===== src/rtl/core/e2q_pkg.sv =====
// Shared types, constants and arithmetic helpers for euler_to_quaternion.
// Depends on nothing.
`default_nettype none
package e2q_pkg;

   localparam int CORDIC_STEPS_DEFAULT = 16;
   localparam int PART_WIDTH_DEFAULT   = 16;
   localparam int ATAN_ENTRIES         = 24;
   localparam int ANGLE_WIDTH          = 16;

   localparam logic signed [33:0] HALF_PI_Q30 = 34'sd1686629713;
   localparam logic signed [33:0] PI_Q30      = 34'sd3373259426;
   localparam logic signed [32:0] GAIN_Q30    = 33'sd652032874;
   localparam logic signed [65:0] ROUND_Q30   = 66'sd536870912;

   typedef logic signed [32:0] q30_type;

   typedef struct packed {
      q30_type x;
      q30_type y;
      q30_type z;
      logic    flip;
   } axis_type;

   typedef struct packed {
      axis_type ax;
      axis_type ay;
      axis_type az;
   } triple_type;

   typedef struct packed {
      q30_type w;
      q30_type x;
      q30_type y;
      q30_type z;
   } quat_type;

   function automatic q30_type atan_q30(input int idx);
      q30_type r;
      case (idx)
         0:       r = 33'sh03243F6A8;
         1:       r = 33'sh01DAC6705;
         2:       r = 33'sh00FADBAFC;
         3:       r = 33'sh007F56EA6;
         4:       r = 33'sh003FEAB76;
         5:       r = 33'sh001FFD55B;
         6:       r = 33'sh000FFFAAA;
         7:       r = 33'sh0007FFF55;
         8:       r = 33'sh0003FFFEA;
         9:       r = 33'sh0001FFFFD;
         10:      r = 33'sh0000FFFFF;
         11:      r = 33'sh00007FFFF;
         12:      r = 33'sh00003FFFF;
         13:      r = 33'sh00001FFFF;
         14:      r = 33'sh00000FFFF;
         15:      r = 33'sh000007FFF;
         16:      r = 33'sh000003FFF;
         17:      r = 33'sh000001FFF;
         18:      r = 33'sh000000FFF;
         19:      r = 33'sh0000007FF;
         20:      r = 33'sh0000003FF;
         21:      r = 33'sh0000001FF;
         22:      r = 33'sh0000000FF;
         23:      r = 33'sh00000007F;
         default: r = '0;
      endcase
      return r;
   endfunction

   // Q30 times Q30, rounded half up back to Q30.
   function automatic q30_type mul_q30(input q30_type a, input q30_type b);
      logic signed [65:0] p;
      p = a * b;
      p = p + ROUND_Q30;
      return q30_type'(p >>> 30);
   endfunction

endpackage
`default_nettype wire


===== src/rtl/core/e2q_cordic_cell.sv =====
// One CORDIC rotation cell for all three axes, with its own beat register.
// Depends on e2q_pkg.
`default_nettype none
module e2q_cordic_cell
   import e2q_pkg::*;
#(
   parameter int STEP = 0
) (
   input  wire logic       clock,
   input  wire logic       reset,
   input  wire logic       in_valid,
   output      logic       in_ready,
   input  wire triple_type in_data,
   output      logic       out_valid,
   input  wire logic       out_ready,
   output      triple_type out_data
);

   logic       valid_ff;
   logic       valid_in;
   triple_type data_ff;
   triple_type data_in;

   function automatic axis_type rotate(input axis_type a);
      axis_type r;
      r = a;
      if (a.z >= 0) begin
         r.x = a.x - (a.y >>> STEP);
         r.y = a.y + (a.x >>> STEP);
         r.z = a.z - atan_q30(STEP);
      end else begin
         r.x = a.x + (a.y >>> STEP);
         r.y = a.y - (a.x >>> STEP);
         r.z = a.z + atan_q30(STEP);
      end
      return r;
   endfunction

   assign in_ready  = !valid_ff || out_ready;
   assign out_valid = valid_ff;
   assign out_data  = data_ff;

   always_comb begin
      valid_in   = in_ready ? in_valid : valid_ff;
      data_in    = data_ff;
      if (in_ready && in_valid) begin
         data_in.ax = rotate(in_data.ax);
         data_in.ay = rotate(in_data.ay);
         data_in.az = rotate(in_data.az);
      end
   end

   always_ff @(posedge clock) begin
      if (reset) begin
         valid_ff <= 1'b0;
      end else begin
         valid_ff <= valid_in;
      end
   end

   always_ff @(posedge clock) begin
      data_ff <= data_in;
   end

endmodule
`default_nettype wire


===== config.mk =====
export PLATFORM = sky130hd
export DESIGN_NAME = e2q_cordic_cell
export DESIGN_NICKNAME = d
export VERILOG_FILES = /design/src/rtl/core/e2q_pkg.sv /design/src/rtl/core/e2q_cordic_cell.sv
export SDC_FILE = /design/constraint.sdc
export NUM_CORES = 1
export LEC_CHECK = 0
export BUFFER_PORTS_ARGS = -buffer_cell sky130_fd_sc_hd__buf_2
export CORE_ASPECT_RATIO = 1.1
export CORE_UTILIZATION = 43
export CTS_CLUSTER_SIZE = 12
export DETAILED_ROUTE_END_ITERATION = 8
export HOLD_SLACK_MARGIN = 0.03
export PLACE_DENSITY_LB_ADDON = 0.3
export SLEW_MARGIN = 20
export SYNTH_ARGS = -nofsm -noshare
export SYNTH_HDL_FRONTEND = slang
export SYNTH_SLANG_ARGS = --single-unit

===== constraint.sdc =====
create_clock -name clock -period 11.55 [get_ports clock]
set_input_delay 2.31 -clock clock [delete_from_list [all_inputs] [get_ports clock]]
set_output_delay 2.31 -clock clock [all_outputs]
set_load 0.005 [all_outputs]

==> impl_summary.md <==
Clocking
The clock input transition at the sequential cells of the worst setup and hold paths is around 0.060 ns. The clock passes through at most 3 buffers. After clock tree synthesis, the setup repair step added 0 buffers.

The clock sink count is ~300. The cell sitting at the root of the clock tree is a sky130_fd_sc_hd__clkbuf_16. Clock latency on the worst-skew pair, taken at its later pin, is between 0.5 and 0.6 ns. The H-tree depth is 2. In this run, CTS created clock tree buffers numbering 37. After clock tree synthesis, the flow added hold-fix buffers numbering 0. Once the clock tree was built, the resizer swapped 0 gates to a different size.

The TritonCTS clock tree is built.

Routing
In the final routed layout, each cell accounts on average for about 21 um. The vias per cell is roughly 5.7. The number of optimization iterations in the first detailed-route pass is 9. After the first detailed-routing iteration, the DRC count stood at between 2000 and 2500. The routed wire length is between 100000 and 150000 um.

The count of nets left with antenna violations once routing finished came out at 0. The post-route DRC violation count is 0. The routed layout has between 20000 and 30000 vias.

Yosys
For this run, the leading register cell type out of synthesis is sky130_fd_sc_hd__edfxtp_1. The summed instance area of the synthesized netlist is around 30000 um2. The number of warnings reported in the yosys synthesis log is 0.

The sequential fraction of the synthesis area is roughly 30%. The number of enable-type register cells in the synthesized netlist is approximately 300. After synthesis the netlist holds a flip-flop and latch count of about 300.

The most common cell in the synthesized netlist is sky130_fd_sc_hd__ha_1. In the synthesized netlist the async set-or-reset flop fraction comes to 0%. After synthesis, the cell types taking the most area are sky130_fd_sc_hd__edfxtp_1 30%, sky130_fd_sc_hd__ha_1 17%, sky130_fd_sc_hd__a21oi_1 6.6%. Each instance of the synthesized netlist takes up on average around 8.7 um2.

The share of synthesized area in the top cell type comes to about 30%. In this run, distinct cell masters in the synthesized netlist total 99. The cell taking the most area after synthesis is sky130_fd_sc_hd__edfxtp_1. Counting instances in the post-synthesis netlist gives the leading cell types as 399 x sky130_fd_sc_hd__ha_1, 398 x sky130_fd_sc_hd__a21oi_1, 332 x sky130_fd_sc_hd__inv_1. The synthesized instance count is 3445. The number of nets produced by synthesis is around 4200.

Setup path
STA puts the critical path data required time at 11.87 ns. Along the worst path, the maximum fanout reaches 34. The arrival time reported for the critical path endpoint is roughly 6.3 ns. The start-to-end type of the worst setup path is in -> reg.

The worst setup path is captured at a flip-flop. The slowest stage of the critical path is the sky130_fd_sc_hd__clkinv_1 cell. The startpoint class of the critical path is an input port.

The most common cell type on the critical path is sky130_fd_sc_hd__o31ai_1. In this design, the stage delay of the slowest critical-path cell is around 0.77 ns. Traced cell by cell, the critical path runs through buf_4, clkinv_1, ha_1, a21o_1, a21oi_1, nor2b_1, o22ai_1, o31ai_1, o31ai_1, o31a_1, o21ai_0, xor2_1.

Timing
The final critical-path required period is 5.98 ns. The total count of max-transition violations in the final report came to 0. The timing-limited maximum frequency is around 170 MHz. In the final timing run, aggregate negative setup slack is 0 ns. The count of endpoints failing hold in the final timing report is 0. The worst relative slew slack is between 30% and 40%.

The largest clock skew in the final design is about 0.020 ns. Setup violations remaining at the end of the flow were counted as 0. For the pin with the worst max-slew slack, the measured transition is a little over 0.9 ns. The share of the cycle needed by the critical path after routing is 51.8%. Setup repair after global routing left no endpoint under its margin. The worst hold slack after final layout is 0.537 ns.

Die
In this run the vertical extent of the chip is ~280 um. The top-level port count is around 610. The effective utilization at floorplan is 43.5%. In this run the standard cell core region covers slightly below 70000 um2. From left edge to right edge, the die measures approximately 250 um. The row count is 101. The area of the die is 70800 um2.

GRT
The largest net degree at the start of global routing is 86. Across every metal layer, demand over resource in global routing totals between 20 and 30%. The initial antenna violation count is 23. The via count of the first global-routing pass is 26600. The total overflow left after global routing is 0. The global-route wire length before repair is 153000 um.

Place
The global placer's final weighted congestion is between 0.9 and 1. The number of buffers inserted by port buffering is 605. The placed instances occupy a cell area of roughly 34000 um2.

The detailed placement HPWL is approximately 80000 um. The number of placed instances, taps included is approximately 4900.

Finish
The post-layout net count is around 4700. The number of fillers in the final layout is 6663. The area growth from synthesis to layout is 16.7%. After routing the design area is 35000 um2.

Once layout is complete, the cells apart from fillers number 4943. The ratio of cells with drive above 1 in the final layout is a little under a fifth.

Worst hold path
The tightest min-delay check is of the reg -> reg type.

Job
The number of violations of the max-capacitance limit is 0.

Power
IR analysis of the VDD net gives a maximum drop of a little over 0.0001 V. Dividing total power by cell area gives a power density of 120 nW/um2. Summed over all cells, the static leakage comes to about 0.016 uW.

Run status
The flow ran to the end, and the final reports show no timing, DRC or antenna violations.
[worst paths after layout]
| check | startpoint | endpoint | slack, ns | cells past startpoint |
|---|---|---|---|---|
| hold / removal | out_valid$_SDFFE_PP0N_ | out_valid$_SDFFE_PP0N_ | 0.54 | 2 |
| setup reg to reg | out_valid$_SDFFE_PP0N_ | out_data[56]$_DFFE_PP_ | 8.52 | 4 |
| setup / recovery | in_data[133] | out_data[127]$_DFFE_PP_ | 5.57 | 12 |
| hold reg to reg | out_valid$_SDFFE_PP0N_ | out_valid$_SDFFE_PP0N_ | 0.54 | 2 |
[cells by family (layout without fill, tap and decap cells)]
logic type	after synthesis	after routing	share of synthesized area, %
other	0	19	0
buffers and inverters	480	1032	6.26
adder cells (fa/ha/maj)	411	411	17.4
AND/OR/NAND/NOR	801	801	12.8
AO/OA/AOI/OAI	1162	1162	25.0
XOR/XNOR	258	258	7.53
multiplexers	35	35	1.17
flip-flops	298	298	29.8
[critical path, delay by kind of cell]
kind | cells | cell delay [ns]
xor+xnor | 1 | 0.15
simple gates | 1 | 0.10
buf+inv | 2 | 1.13
fa+ha+maj | 1 | 0.57
compound gates | 7 | 2.00
[where the power goes]
group	internal, uW	switching [uW]	leakage [uW]
logic	587	938	0.0121
clock network	739	500	0.000609
registers	1400	47.5	0.00288
[routing by layer]
layer	routed length (um)	vias up	part of all wire [%]	GRT usage (%)
met4	4380	6	4.3	12.4
met5	41	-	0.040	0
li1	-	13500	-	-
met3	7520	219	7.3	4.53
met2	48800	1251	47	46.5
met1	42100	13400	41	34.8
[stage by stage]
stage | util, % | total power (uW) | setup WS (ns)
2_1_floorplan | - | 2430 | 1.64
3_3_place_gp | 48.8 | 2970 | 5.17
3_5_place_dp | 48.8 | 2970 | 5.11
4_1_cts | 50.7 | 4230 | 5.69
5_1_grt | 50.7 | 4420 | 5.29
6_report | 50.7 | 4210 | 5.57
[state kept, by name, indices dropped and copies added (netlist names)]
signal / cells
out_valid: 1
out_data: 297
[placed cells by master, fill, tap and decap left out, types with 13 or more instances in the layout]
| cell type | n |
|---|---|
| sky130_fd_sc_hd__a21o_1 | 92 |
| sky130_fd_sc_hd__nor4_1 | 15 |
| sky130_fd_sc_hd__nor3_1 | 79 |
| sky130_fd_sc_hd__a211oi_1 | 40 |
| sky130_fd_sc_hd__o211ai_1 | 34 |
| sky130_fd_sc_hd__or3_1 | 13 |
| sky130_fd_sc_hd__mux2i_1 | 35 |
| sky130_fd_sc_hd__a31oi_1 | 30 |
| sky130_fd_sc_hd__o21ai_0 | 230 |
| sky130_fd_sc_hd__clkbuf_16 | 39 |
| sky130_fd_sc_hd__nor2_1 | 286 |
| sky130_fd_sc_hd__xor2_1 | 56 |
| sky130_fd_sc_hd__o21a_1 | 37 |
| sky130_fd_sc_hd__nand2_1 | 169 |
| sky130_fd_sc_hd__clkinv_1 | 14 |
| sky130_fd_sc_hd__edfxtp_1 | 297 |
| sky130_fd_sc_hd__o21bai_1 | 71 |
| sky130_fd_sc_hd__nand2b_1 | 37 |
| sky130_fd_sc_hd__nand3_1 | 42 |
| sky130_fd_sc_hd__nor2b_1 | 47 |
| sky130_fd_sc_hd__buf_2 | 602 |
| sky130_fd_sc_hd__xnor2_1 | 202 |
| sky130_fd_sc_hd__diode_2 | 19 |
| sky130_fd_sc_hd__inv_1 | 332 |
| sky130_fd_sc_hd__ha_1 | 399 |
| sky130_fd_sc_hd__a21oi_1 | 398 |
| sky130_fd_sc_hd__a211o_1 | 16 |
| sky130_fd_sc_hd__buf_4 | 14 |
| sky130_fd_sc_hd__nand4_1 | 37 |
| sky130_fd_sc_hd__o31ai_1 | 37 |
| sky130_fd_sc_hd__a221oi_1 | 15 |
[area by class of cell]
type | count | area [um2] | area share [%]
Timing Repair Buffer | 616 | 3120 | 8.90
Clock inverter | 20 | 244 | 0.697
Inverter | 348 | 1310 | 3.73
Antenna cell | 19 | 47.5 | 0.136
Multi-Input combinational cell | 2667 | 19200 | 54.8
Sequential cell | 298 | 8940 | 25.5
Tap cell | 927 | 1160 | 3.31
Clock buffer | 48 | 1020 | 2.91
(Power assumes the default switching activity.)
